$ cat src/rtl/core/tma_pkg.sv
`timescale 1ns / 1ps
// Shared types and constants for the triangular moving average block.
// No dependencies; compiled before every other file of the block.
package tma_pkg;

   localparam int DEFAULT_MAX_WINDOW  = 64;
   localparam int DEFAULT_SAMPLE_BITS = 24;
   localparam int WINDOW_REG_BITS     = 7;
   localparam logic [WINDOW_REG_BITS-1:0] WINDOW_RESET = 7'd9;

   typedef enum logic [2:0] {
      ST_IDLE,
      ST_SUM,
      ST_PREP,
      ST_DIV,
      ST_DONE
   } state_type;

endpackage

$ cat src/rtl/core/tma_req_if.sv
`timescale 1ns / 1ps
// Request channel of the triangular moving average: one sample per request.
// Depends on tma_pkg for the default sample width.
interface tma_req_if #(
   parameter int SAMPLE_BITS = tma_pkg::DEFAULT_SAMPLE_BITS
) ();
   logic                          valid;
   logic                          ready;
   logic signed [SAMPLE_BITS-1:0] sample;
   logic                          series_end;

   modport source (output valid, output sample, output series_end, input ready);
   modport sink   (input valid, input sample, input series_end, output ready);
endinterface

$ cat src/rtl/core/tma_rsp_if.sv
`timescale 1ns / 1ps
// Response channel of the triangular moving average: one average per response.
// Depends on tma_pkg for the default sample width.
interface tma_rsp_if #(
   parameter int SAMPLE_BITS = tma_pkg::DEFAULT_SAMPLE_BITS
) ();
   logic                          valid;
   logic                          ready;
   logic signed [SAMPLE_BITS-1:0] average;

   modport source (output valid, output average, input ready);
   modport sink   (input valid, input average, output ready);
endinterface

$ cat src/rtl/core/triangular_moving_average.sv
`timescale 1ns / 1ps
// Triangular moving average: delay line RAM, sequenced weighted sum, rounding divider.
// Depends on tma_pkg, tma_req_if, tma_rsp_if and tma_ram.
//
//   channel   direction  payload                           handshake
//   req_if    in         sample (signed), series_end       valid/ready
//   rsp_if    out        average (signed)                  valid/ready
//   csr_*     in         csr_wdata = window length (7 b)   csr_we, no wait
//
// A request that yields no average (warm-up) leaves the sequencer in idle. One
// that yields an average runs p delay-line reads (p = window length) through the
// multiply-accumulate pipe, then one quotient bit per cycle in the restoring
// divider over ACC_BITS = SAMPLE_BITS + TOTAL_BITS bits, 35 at the defaults.
// Reset (synchronous, active high) clears the counts and pointer, returns the
// window register to 9 and the sequencer to idle; the delay line is not cleared,
// only entries of the current series are read.
// req_if.ready is high only in idle; the finished average waits in the output
// register, and a following request may be taken while it waits.
module triangular_moving_average #(
   parameter int MAX_WINDOW  = tma_pkg::DEFAULT_MAX_WINDOW,
   parameter int SAMPLE_BITS = tma_pkg::DEFAULT_SAMPLE_BITS
) (
   input  logic                                  clock,
   input  logic                                  reset,
   tma_req_if.sink                               req_if,
   tma_rsp_if.source                             rsp_if,
   input  logic                                  csr_we,
   input  logic [tma_pkg::WINDOW_REG_BITS-1:0]   csr_wdata
);
   // widths
   localparam int PTR_BITS    = $clog2(MAX_WINDOW);
   localparam int P_BITS      = $clog2(MAX_WINDOW + 1);       // window and seen count
   localparam int K_BITS      = P_BITS + 1;                   // tap counter, holds p+1
   localparam int WEIGHT_BITS = $clog2((MAX_WINDOW + 1) / 2 + 1);
   localparam int TOTAL_MAX   = (MAX_WINDOW / 2 + 1) * (MAX_WINDOW / 2 + 1);
   localparam int TOTAL_BITS  = $clog2(TOTAL_MAX + 1);
   localparam int PROD_BITS   = SAMPLE_BITS + WEIGHT_BITS + 1;
   localparam int ACC_BITS    = SAMPLE_BITS + TOTAL_BITS;
   localparam int CNT_BITS    = $clog2(ACC_BITS);
   localparam int WIN_BITS    = tma_pkg::WINDOW_REG_BITS;

   tma_pkg::state_type state_ff, state_in;

   logic [WIN_BITS-1:0]          window_ff, window_in;
   logic [P_BITS-1:0]            seen_ff, seen_in;
   logic [PTR_BITS-1:0]          wp_ff, wp_in;
   logic [P_BITS-1:0]            p_ff, p_in;
   logic [PTR_BITS-1:0]          pos_ff, pos_in;
   logic [K_BITS-1:0]            k_ff, k_in;
   logic [WEIGHT_BITS-1:0]       w1_ff, w1_in;
   logic                         v1_ff, v1_in;
   logic                         v2_ff, v2_in;
   logic signed [PROD_BITS-1:0]  prod_ff, prod_in;
   logic signed [ACC_BITS-1:0]   acc_ff, acc_in;
   logic [TOTAL_BITS-1:0]        total_ff, total_in;
   logic [ACC_BITS-1:0]          quo_ff, quo_in;
   logic [TOTAL_BITS-1:0]        rem_ff, rem_in;
   logic [CNT_BITS-1:0]          cnt_ff, cnt_in;
   logic                         neg_ff, neg_in;
   logic                         rsp_valid_ff, rsp_valid_in;
   logic [SAMPLE_BITS-1:0]       rsp_avg_ff, rsp_avg_in;

   // combinational helpers
   logic                         accept;
   logic [P_BITS-1:0]            p_eff;
   logic [PTR_BITS-1:0]          wp_next;
   logic [P_BITS-1:0]            seen_next;
   logic [PTR_BITS+1:0]          start_raw;
   logic [PTR_BITS-1:0]          pos_start;
   logic [P_BITS-1:0]            half;
   logic [P_BITS-1:0]            half_p1;
   logic [2*P_BITS-1:0]          total_full;
   logic [K_BITS-1:0]            mirror;
   logic [K_BITS-1:0]            weight_k;
   logic                         issue;
   logic [ACC_BITS-1:0]          mag;
   logic [TOTAL_BITS:0]          shifted;
   logic                         fits;
   logic [SAMPLE_BITS-1:0]       qmag;

   logic                         ram_wr_en;
   logic [SAMPLE_BITS-1:0]       ram_rd_data;

   assign accept = req_if.valid && req_if.ready;

   // out-of-range window: 0 acts as 1, above MAX_WINDOW acts as MAX_WINDOW
   always_comb begin
      if (window_ff == '0) begin
         p_eff = P_BITS'(1);
      end else if (32'(window_ff) > 32'(MAX_WINDOW)) begin
         p_eff = P_BITS'(MAX_WINDOW);
      end else begin
         p_eff = P_BITS'(window_ff);
      end
   end

   assign wp_next   = (32'(wp_ff) == MAX_WINDOW - 1) ? '0 : wp_ff + 1'b1;
   assign seen_next = (32'(seen_ff) == MAX_WINDOW) ? seen_ff : seen_ff + 1'b1;

   // oldest sample of the window: wp_next - p, modulo MAX_WINDOW
   assign start_raw = {2'b00, wp_next} + (PTR_BITS+2)'(MAX_WINDOW) - (PTR_BITS+2)'(p_eff);
   assign pos_start = (32'(start_raw) >= MAX_WINDOW)
                      ? PTR_BITS'(start_raw - (PTR_BITS+2)'(MAX_WINDOW))
                      : PTR_BITS'(start_raw);

   // weight total: (p/2+1)^2 for odd p, (p/2+1)(p/2) for even p
   assign half       = p_eff >> 1;
   assign half_p1    = half + 1'b1;
   assign total_full = p_eff[0] ? (2*P_BITS)'(half_p1) * (2*P_BITS)'(half_p1)
                                : (2*P_BITS)'(half_p1) * (2*P_BITS)'(half);

   // tap weight min(k, p+1-k)
   assign mirror   = {1'b0, p_ff} + 1'b1 - k_ff;
   assign weight_k = (k_ff < mirror) ? k_ff : mirror;
   assign issue    = (state_ff == tma_pkg::ST_SUM) && (k_ff <= {1'b0, p_ff});

   assign mag     = acc_ff[ACC_BITS-1] ? ACC_BITS'(-acc_ff) : ACC_BITS'(acc_ff);
   assign shifted = {rem_ff, quo_ff[ACC_BITS-1]};
   assign fits    = shifted >= {1'b0, total_ff};
   assign qmag    = quo_ff[SAMPLE_BITS-1:0];

   assign ram_wr_en = accept;

   tma_ram #(
      .WIDTH (SAMPLE_BITS),
      .DEPTH (MAX_WINDOW)
   ) u_history (
      .clock   (clock),
      .wr_en   (ram_wr_en),
      .wr_addr (wp_ff),
      .wr_data (req_if.sample),
      .rd_en   (issue),
      .rd_addr (pos_ff),
      .rd_data (ram_rd_data)
   );

   // sequencer and datapath next values
   always_comb begin
      state_in     = state_ff;
      window_in    = csr_we ? csr_wdata : window_ff;
      seen_in      = seen_ff;
      wp_in        = wp_ff;
      p_in         = p_ff;
      pos_in       = pos_ff;
      k_in         = k_ff;
      w1_in        = w1_ff;
      v1_in        = 1'b0;
      v2_in        = 1'b0;
      prod_in      = prod_ff;
      acc_in       = acc_ff;
      total_in     = total_ff;
      quo_in       = quo_ff;
      rem_in       = rem_ff;
      cnt_in       = cnt_ff;
      neg_in       = neg_ff;
      rsp_valid_in = rsp_valid_ff && !rsp_if.ready;
      rsp_avg_in   = rsp_avg_ff;

      unique case (state_ff)
         tma_pkg::ST_IDLE: begin
            if (accept) begin
               // series end clears counts now; the window start is already captured
               wp_in    = req_if.series_end ? '0 : wp_next;
               seen_in  = req_if.series_end ? '0 : seen_next;
               p_in     = p_eff;
               pos_in   = pos_start;
               k_in     = K_BITS'(1);
               acc_in   = '0;
               total_in = TOTAL_BITS'(total_full);
               if (seen_next >= p_eff) begin
                  state_in = tma_pkg::ST_SUM;
               end
            end
         end
         tma_pkg::ST_SUM: begin
            // read -> multiply -> accumulate, one tap per cycle
            if (issue) begin
               pos_in = (32'(pos_ff) == MAX_WINDOW - 1) ? '0 : pos_ff + 1'b1;
               k_in   = k_ff + 1'b1;
               w1_in  = WEIGHT_BITS'(weight_k);
            end
            v1_in = issue;
            v2_in = v1_ff;
            if (v1_ff) begin
               prod_in = $signed(ram_rd_data) * $signed({1'b0, w1_ff});
            end
            if (v2_ff) begin
               acc_in = acc_ff + ACC_BITS'(prod_ff);
            end
            if (!issue && !v1_ff && !v2_ff) begin
               state_in = tma_pkg::ST_PREP;
            end
         end
         tma_pkg::ST_PREP: begin
            // round half away from zero: divide |sum| + total/2
            neg_in   = acc_ff[ACC_BITS-1];
            quo_in   = mag + ACC_BITS'(total_ff >> 1);
            rem_in   = '0;
            cnt_in   = '0;
            state_in = tma_pkg::ST_DIV;
         end
         tma_pkg::ST_DIV: begin
            rem_in = fits ? TOTAL_BITS'(shifted - {1'b0, total_ff}) : TOTAL_BITS'(shifted);
            quo_in = {quo_ff[ACC_BITS-2:0], fits};
            cnt_in = cnt_ff + 1'b1;
            if (cnt_ff == CNT_BITS'(ACC_BITS - 1)) begin
               state_in = tma_pkg::ST_DONE;
            end
         end
         tma_pkg::ST_DONE: begin
            if (!rsp_valid_in) begin
               rsp_valid_in = 1'b1;
               rsp_avg_in   = neg_ff ? -qmag : qmag;
               state_in     = tma_pkg::ST_IDLE;
            end
         end
         default: begin
            state_in = tma_pkg::ST_IDLE;
         end
      endcase
   end

   always_ff @(posedge clock) begin
      if (reset) begin
         state_ff     <= tma_pkg::ST_IDLE;
         window_ff    <= tma_pkg::WINDOW_RESET;
         seen_ff      <= '0;
         wp_ff        <= '0;
         v1_ff        <= 1'b0;
         v2_ff        <= 1'b0;
         rsp_valid_ff <= 1'b0;
      end else begin
         state_ff     <= state_in;
         window_ff    <= window_in;
         seen_ff      <= seen_in;
         wp_ff        <= wp_in;
         v1_ff        <= v1_in;
         v2_ff        <= v2_in;
         rsp_valid_ff <= rsp_valid_in;
      end
   end

   always_ff @(posedge clock) begin
      p_ff       <= p_in;
      pos_ff     <= pos_in;
      k_ff       <= k_in;
      w1_ff      <= w1_in;
      prod_ff    <= prod_in;
      acc_ff     <= acc_in;
      total_ff   <= total_in;
      quo_ff     <= quo_in;
      rem_ff     <= rem_in;
      cnt_ff     <= cnt_in;
      neg_ff     <= neg_in;
      rsp_avg_ff <= rsp_avg_in;
   end

   assign req_if.ready   = (state_ff == tma_pkg::ST_IDLE);
   assign rsp_if.valid   = rsp_valid_ff;
   assign rsp_if.average = rsp_avg_ff;

`ifndef SYNTH
   // a new average is only loaded from the done state
   a_rsp_from_done: assert property (@(posedge clock) disable iff (reset)
      $rose(rsp_valid_ff) |-> $past(state_ff) == tma_pkg::ST_DONE)
      else $error("response raised outside done state");

   // divider remainder stays below the weight total
   a_rem_bound: assert property (@(posedge clock) disable iff (reset)
      state_ff == tma_pkg::ST_DIV |-> rem_ff < total_ff)
      else $error("divider remainder out of range");

   // seen count saturates and the write pointer wraps inside the delay line
   a_counts: assert property (@(posedge clock) disable iff (reset)
      32'(seen_ff) <= MAX_WINDOW && 32'(wp_ff) < MAX_WINDOW)
      else $error("seen count or write pointer out of range");

   // the multiply-accumulate pipe is empty whenever the sum phase is left
   a_pipe_drained: assert property (@(posedge clock) disable iff (reset)
      state_ff == tma_pkg::ST_PREP |-> !v1_ff && !v2_ff)
      else $error("sum pipeline not drained");
`endif
endmodule

$ cat src/rtl/core/tma_ram.sv
`timescale 1ns / 1ps
// Generic single-write, single-read RAM with registered read data.
// No dependencies.
module tma_ram #(
   parameter int WIDTH = 24,
   parameter int DEPTH = 64
) (
   input  logic                     clock,
   input  logic                     wr_en,
   input  logic [$clog2(DEPTH)-1:0] wr_addr,
   input  logic [WIDTH-1:0]         wr_data,
   input  logic                     rd_en,
   input  logic [$clog2(DEPTH)-1:0] rd_addr,
   output logic [WIDTH-1:0]         rd_data
);
   logic [WIDTH-1:0] mem_ff [DEPTH];
   logic [WIDTH-1:0] rd_data_ff;

   always_ff @(posedge clock) begin
      if (wr_en) begin
         mem_ff[wr_addr] <= wr_data;
      end
      if (rd_en) begin
         rd_data_ff <= mem_ff[rd_addr];
      end
   end

   assign rd_data = rd_data_ff;
endmodule

$ cat src/flat_wrapper.sv
// flat-port wrapper written by rule: the top's interface ports become plain ports
module triangular_moving_average_flat 
#(
   parameter int MAX_WINDOW  = tma_pkg::DEFAULT_MAX_WINDOW,
   parameter int SAMPLE_BITS = tma_pkg::DEFAULT_SAMPLE_BITS
)
  (clock, reset, csr_we, csr_wdata, req_if_valid, req_if_sample, req_if_series_end, req_if_ready, rsp_if_valid, rsp_if_average, rsp_if_ready);
  tma_req_if #(.SAMPLE_BITS(SAMPLE_BITS)) req_if_i ();
  tma_rsp_if #(.SAMPLE_BITS(SAMPLE_BITS)) rsp_if_i ();
  input  logic clock;
  input  logic reset;
  input  logic csr_we;
  input  logic [tma_pkg::WINDOW_REG_BITS-1:0] csr_wdata;
  input wire logic [$bits(req_if_i.valid)-1:0] req_if_valid;
  input wire logic [$bits(req_if_i.sample)-1:0] req_if_sample;
  input wire logic [$bits(req_if_i.series_end)-1:0] req_if_series_end;
  output wire logic [$bits(req_if_i.ready)-1:0] req_if_ready;
  output wire logic [$bits(rsp_if_i.valid)-1:0] rsp_if_valid;
  output wire logic [$bits(rsp_if_i.average)-1:0] rsp_if_average;
  input wire logic [$bits(rsp_if_i.ready)-1:0] rsp_if_ready;
  assign req_if_i.valid = req_if_valid;
  assign req_if_i.sample = req_if_sample;
  assign req_if_i.series_end = req_if_series_end;
  assign req_if_ready = req_if_i.ready;
  assign rsp_if_valid = rsp_if_i.valid;
  assign rsp_if_average = rsp_if_i.average;
  assign rsp_if_i.ready = rsp_if_ready;
  triangular_moving_average #(.MAX_WINDOW(MAX_WINDOW), .SAMPLE_BITS(SAMPLE_BITS)) u_core (.clock(clock), .reset(reset), .req_if(req_if_i), .rsp_if(rsp_if_i), .csr_we(csr_we), .csr_wdata(csr_wdata));
endmodule
$ cat config.mk
export PLATFORM = sky130hd
export DESIGN_NAME = triangular_moving_average_flat
export DESIGN_NICKNAME = d
export VERILOG_FILES = /design/src/rtl/core/tma_pkg.sv /design/src/rtl/core/tma_req_if.sv /design/src/rtl/core/tma_rsp_if.sv /design/src/rtl/core/triangular_moving_average.sv /design/src/rtl/core/tma_ram.sv /design/src/flat_wrapper.sv
export SDC_FILE = /design/constraint.sdc
export NUM_CORES = 2
export LEC_CHECK = 0
export BUFFER_PORTS_ARGS = -buffer_cell sky130_fd_sc_hd__buf_2
export CORE_MARGIN = 2
export CORE_UTILIZATION = 55
export CTS_CLUSTER_DIAMETER = 30
export CTS_CLUSTER_SIZE = 10
export DETAILED_ROUTE_END_ITERATION = 12
export PLACE_DENSITY = 0.71
export SLEW_MARGIN = 10
export SYNTH_ARGS = -nofsm -noshare
export SYNTH_HDL_FRONTEND = slang
export SYNTH_SLANG_ARGS = --single-unit
$ cat constraint.sdc
create_clock -name clock -period 15.3 [get_ports clock]
set_input_delay 4.59 -clock clock [delete_from_list [all_inputs] [get_ports clock]]
set_output_delay 4.59 -clock clock [all_outputs]
set_load 0.1 [all_outputs]
==> metrics list <==
* Yosys warns: 0
- Hold bufs inserted after CTS: 0
* Initial drt markers: 4,655
- The synthesized netlist devotes 3.26% of its cell area to compound gates.
- Fraction of power consumed by combinational cells: 19.9%
- FP Rows: 139
* Starting density of the core: 55.3%
* TritonCTS clock tree: built
- Data on the critical path is required at its endpoint by 15.88 ns.
- Counting flops with an async set or reset pin after synthesis yields a share of 0%.
- Psw: 4430 uW
* Maximum achievable frequency: 0.141 GHz
* Synthesized-area fraction occupied by xor and xnor cells: 2.18%
- Power spread over the standard cell area amounts to 174 mW/mm^2.
- Netlist area before placement: 0.0791 sq mm
- Power share of the clock group: 46.1%
- Fraction of final layout cells with drive strength greater than 1: 27.2%
- Total congestion overflow: 0
- Summed over all cells, the static leakage comes to 0.0324 uW.
* Worst min-delay path category: flop to flop
- Counting distinct cell types in the post-synthesis netlist gives 82.
* Tmin final: 7.09 ns
- Of all nets on the critical path, the largest fanout is 21.
* Peak supply drop: 0.000143 V
* Core Region: 0.143 sq mm
- Each instance of the synthesized netlist takes up on average 18.1 sq um.
- Net switching is 27.1% of the power.
* Share of the synthesized area in the top cell type: 66.1%
- The net count of the finished layout is 5,090.
- Number of endpoints failing setup at the final stage: 0
- Area added between synthesis and finish: 18.8%
* Vias after detailed routing: 42,700
- By area the synthesized netlist is led by sky130_fd_sc_hd__edfxtp_1 (66%), sky130_fd_sc_hd__mux4_2 (14%), sky130_fd_sc_hd__fa_1 (3.5%).
* Number of vias per cell after detailed routing: 6.19
- Pin count of the biggest net entering global routing: 146
- Antenna violation net count after detailed routing: 0
- The worst setup path is of the primary input to flop kind.
- Deepest level of the CTS H-tree: 5
* Root Buffer: sky130_fd_sc_hd__clkbuf_16
* Crit path capture type: flop
- Multiplexer share of the synthesized area: 14.6%
- STA classifies the critical path startpoint as a primary input.
* Setup repair after global routing missed its margin: no
- Max-cap violations in this run came to 0.
- TNS Setup: 0 ns
- By area, the combinational part of the netlist is dominated by multiplexers.
- CTS saw 1,767 sinks.
- 1st-pass router iterations: 6
- In this run, synthesis produced a sequential element count of 1,767.
- Once the clock tree was built, the setup fixing pass inserted 0 buffers.
- Worst-Skew Late Latency: 0.92 ns
- Buffers inserted during clock tree synthesis total 351.
* Beginning of the worst register-to-register path: u_core.window_ff[6]$_SDFFE_PP0P_
- Post-route DRC violation count: 0
- Status: finished clean
* Transition time at the pin with the least slew margin: 1.09 ns
* Critical path launch point: req_if_valid
- Die height: 383 um
* Most frequently used flop master after synthesis: sky130_fd_sc_hd__edfxtp_1
- Total design power: 16,400 uW
- Port bufs: 62
* Cell Int Power: 11,900 uW
- In this run the count of I/O pins placed on the die edge is 63.
- Post-CTS repair changed the size of 0 cells.
* Slew Limit Headroom: 27.2%
* Share of synthesized area occupied by flip-flops and latches: 66.8%
- The worst path uses 46.3% of the clock period.
* Count of flip-flops with a built-in enable after synthesis: 1,741
- Library cell with the highest instance count after synthesis: sky130_fd_sc_hd__edfxtp_1
- Number of antenna violations at the first check in global routing: 15
* Commonest cells in the netlist: sky130_fd_sc_hd__edfxtp_1 (1,741), sky130_fd_sc_hd__mux4_2 (504), sky130_fd_sc_hd__nor2_1 (247), sky130_fd_sc_hd__inv_1 (208), sky130_fd_sc_hd__ha_1 (206)
- Routability-driven placement congestion ratio: 0.862
* Worst-case clock skew: 0.0960 ns
* Worst min-delay path startpoint: u_core.quo_ff[0]$_DFFE_PP_
* Minimum hold slack: 0.510 ns
* Proportion of power drawn by flip-flops and latches: 34.0%
- Full die area: 0.147 sq mm
- Vias in the first global route: 44,100
* Clock Pin Slew Worst Setup and Hold Paths: 0.05 ns
- Synthesized-area fraction occupied by and/or/nand/nor cells: 4.52%
- Filler cells: 9,260
- In this run the horizontal extent of the chip is 383 um.
* Final hold viol count: 0
- Post-synthesis share of cell area spent on full adders, half adders and majority gates: 6.73%
* Detailed Place HPWL: 112,000 um
- Cells after Synth: 4,362
- The final count of pins violating max slew came to 0.
- After detailed routing, the average wire length per cell comes to 28.6 um.
- Routed wire length: 197,000 um
- Of all cell types, the one taking the most synthesized area is sky130_fd_sc_hd__edfxtp_1.
- Data arrives at the worst endpoint at 7.67 ns.
* Tot GR Track Use: 27.3%
- The first global-routing pass estimated 292,000 um of wire.
- Buffer depth of the longest clock path: 4
flip-flops by register name, summed over array words and instances (netlist names):
| name | cells |
|---|---|
| u_core.p_ff | 7 |
| u_core.rem_ff | 11 |
| u_core.seen_ff | 7 |
| u_core.w1_ff | 6 |
| u_core.v1_ff | 1 |
| u_core.acc_ff | 35 |
| u_core.v2_ff | 1 |
| u_core.u_history.mem_ff | 1536 |
| u_core.u_history.rd_data | 24 |
| u_core.cnt_ff | 6 |
| u_core.pos_ff | 6 |
| u_core.state_ff | 3 |
| u_core.rsp_if.valid | 1 |
| u_core.quo_ff | 35 |
| u_core.neg_ff | 1 |
| u_core.rsp_if.average | 24 |
| u_core.prod_ff | 31 |
| u_core.total_ff | 11 |
| u_core.window_ff | 7 |
| u_core.k_ff | 8 |
| u_core.wp_ff | 6 |
power groups by stage:
stage	Sequential [uW]	Combinational [uW]	Clock (uW)
after global routing	5560	3510	7830
after floorplan	5610	2250	0
after CTS	5560	3260	7610
final	5560	3250	7540
after detailed placement	5650	3210	0
after global placement	5650	3170	0
worst paths after layout:
path	depth (start not counted)	end	slack [ns]
setup reg to reg	22	u_core.total_ff[10]$_DFFE_PP_	9.31
hold / removal	0	u_core.rsp_if.average[0]$_DFFE_PP_	0.51
hold reg to reg	0	u_core.rsp_if.average[0]$_DFFE_PP_	0.51
setup / recovery	6	u_core.u_history.mem_ff[14][12]$_DFFE_PP_	8.21
metal layers:
layer	up-vias	track usage [%]	wire length (um)
li1	18000	-	-
met1	22100	36.3	74700
met2	2145	43.4	95000
met3	408	5.95	17600
met4	18	12.6	9460
met5	-	0	110
stage by stage:
stage	utilization (%)	std cells	setup slack [ns]	instance area, sq um
6_report	65.6	6891	8.21	93900
5_1_grt	65.6	6885	8.07	93900
4_1_cts	65.6	6885	8.33	93900
3_5_place_dp	57.4	6260	7.53	82200
3_3_place_gp	57.4	6260	7.59	82200
2_1_floorplan	-	4368	8.07	79100
cell usage in the layout, fill, tap and decap left out, types with 62 or more instances in the layout:
| master | synthesis | layout |
|---|---|---|
| sky130_fd_sc_hd__edfxtp_1 | 1741 | 1741 |
| sky130_fd_sc_hd__mux4_2 | 504 | 504 |
| sky130_fd_sc_hd__clkbuf_16 | 0 | 357 |
| sky130_fd_sc_hd__inv_1 | 208 | 208 |
| sky130_fd_sc_hd__ha_1 | 206 | 206 |
| sky130_fd_sc_hd__nor2_1 | 247 | 182 |
| sky130_fd_sc_hd__nand2_1 | 151 | 150 |
| sky130_fd_sc_hd__fa_1 | 137 | 137 |
| sky130_fd_sc_hd__xnor2_1 | 129 | 129 |
| sky130_fd_sc_hd__a21oi_1 | 116 | 116 |
| sky130_fd_sc_hd__buf_4 | 1 | 116 |
| sky130_fd_sc_hd__and2_1 | 95 | 95 |
| sky130_fd_sc_hd__o21ai_0 | 86 | 86 |
| sky130_fd_sc_hd__xor2_1 | 68 | 68 |
| sky130_fd_sc_hd__nor2_2 | 0 | 63 |
| sky130_fd_sc_hd__buf_2 | 2 | 62 |
kinds of logic after synthesis:
group                    after synthesis
adder cells (fa/ha/maj)              343
XOR/XNOR                             197
AO/OA/AOI/OAI                        401
multiplexers                         523
AND/OR/NAND/NOR                      726
buffers and inverters                403
flip-flops                          1767
other                                  2
final cells by class:
type	count	area, sq um	share of cell area (%)
clock inverters	235	2610	2.77
well taps	1903	2380	2.54
multi-input cells	2198	25000	26.6
clock buffers	390	9100	9.69
repair buffers	183	1280	1.36
inverters	209	785	0.835
diodes	6	15.0	0.0160
flip-flops and latches	1767	52800	56.2
worst max-delay path, stage by stage:
cell                      delay, ns
sky130_fd_sc_hd__buf_2         0.11
sky130_fd_sc_hd__nand2_1       0.39
sky130_fd_sc_hd__nor2_1        0.86
sky130_fd_sc_hd__nand2_1       0.57
sky130_fd_sc_hd__nor2_2        0.77
sky130_fd_sc_hd__buf_4         0.35
(Power assumes the default switching activity.)
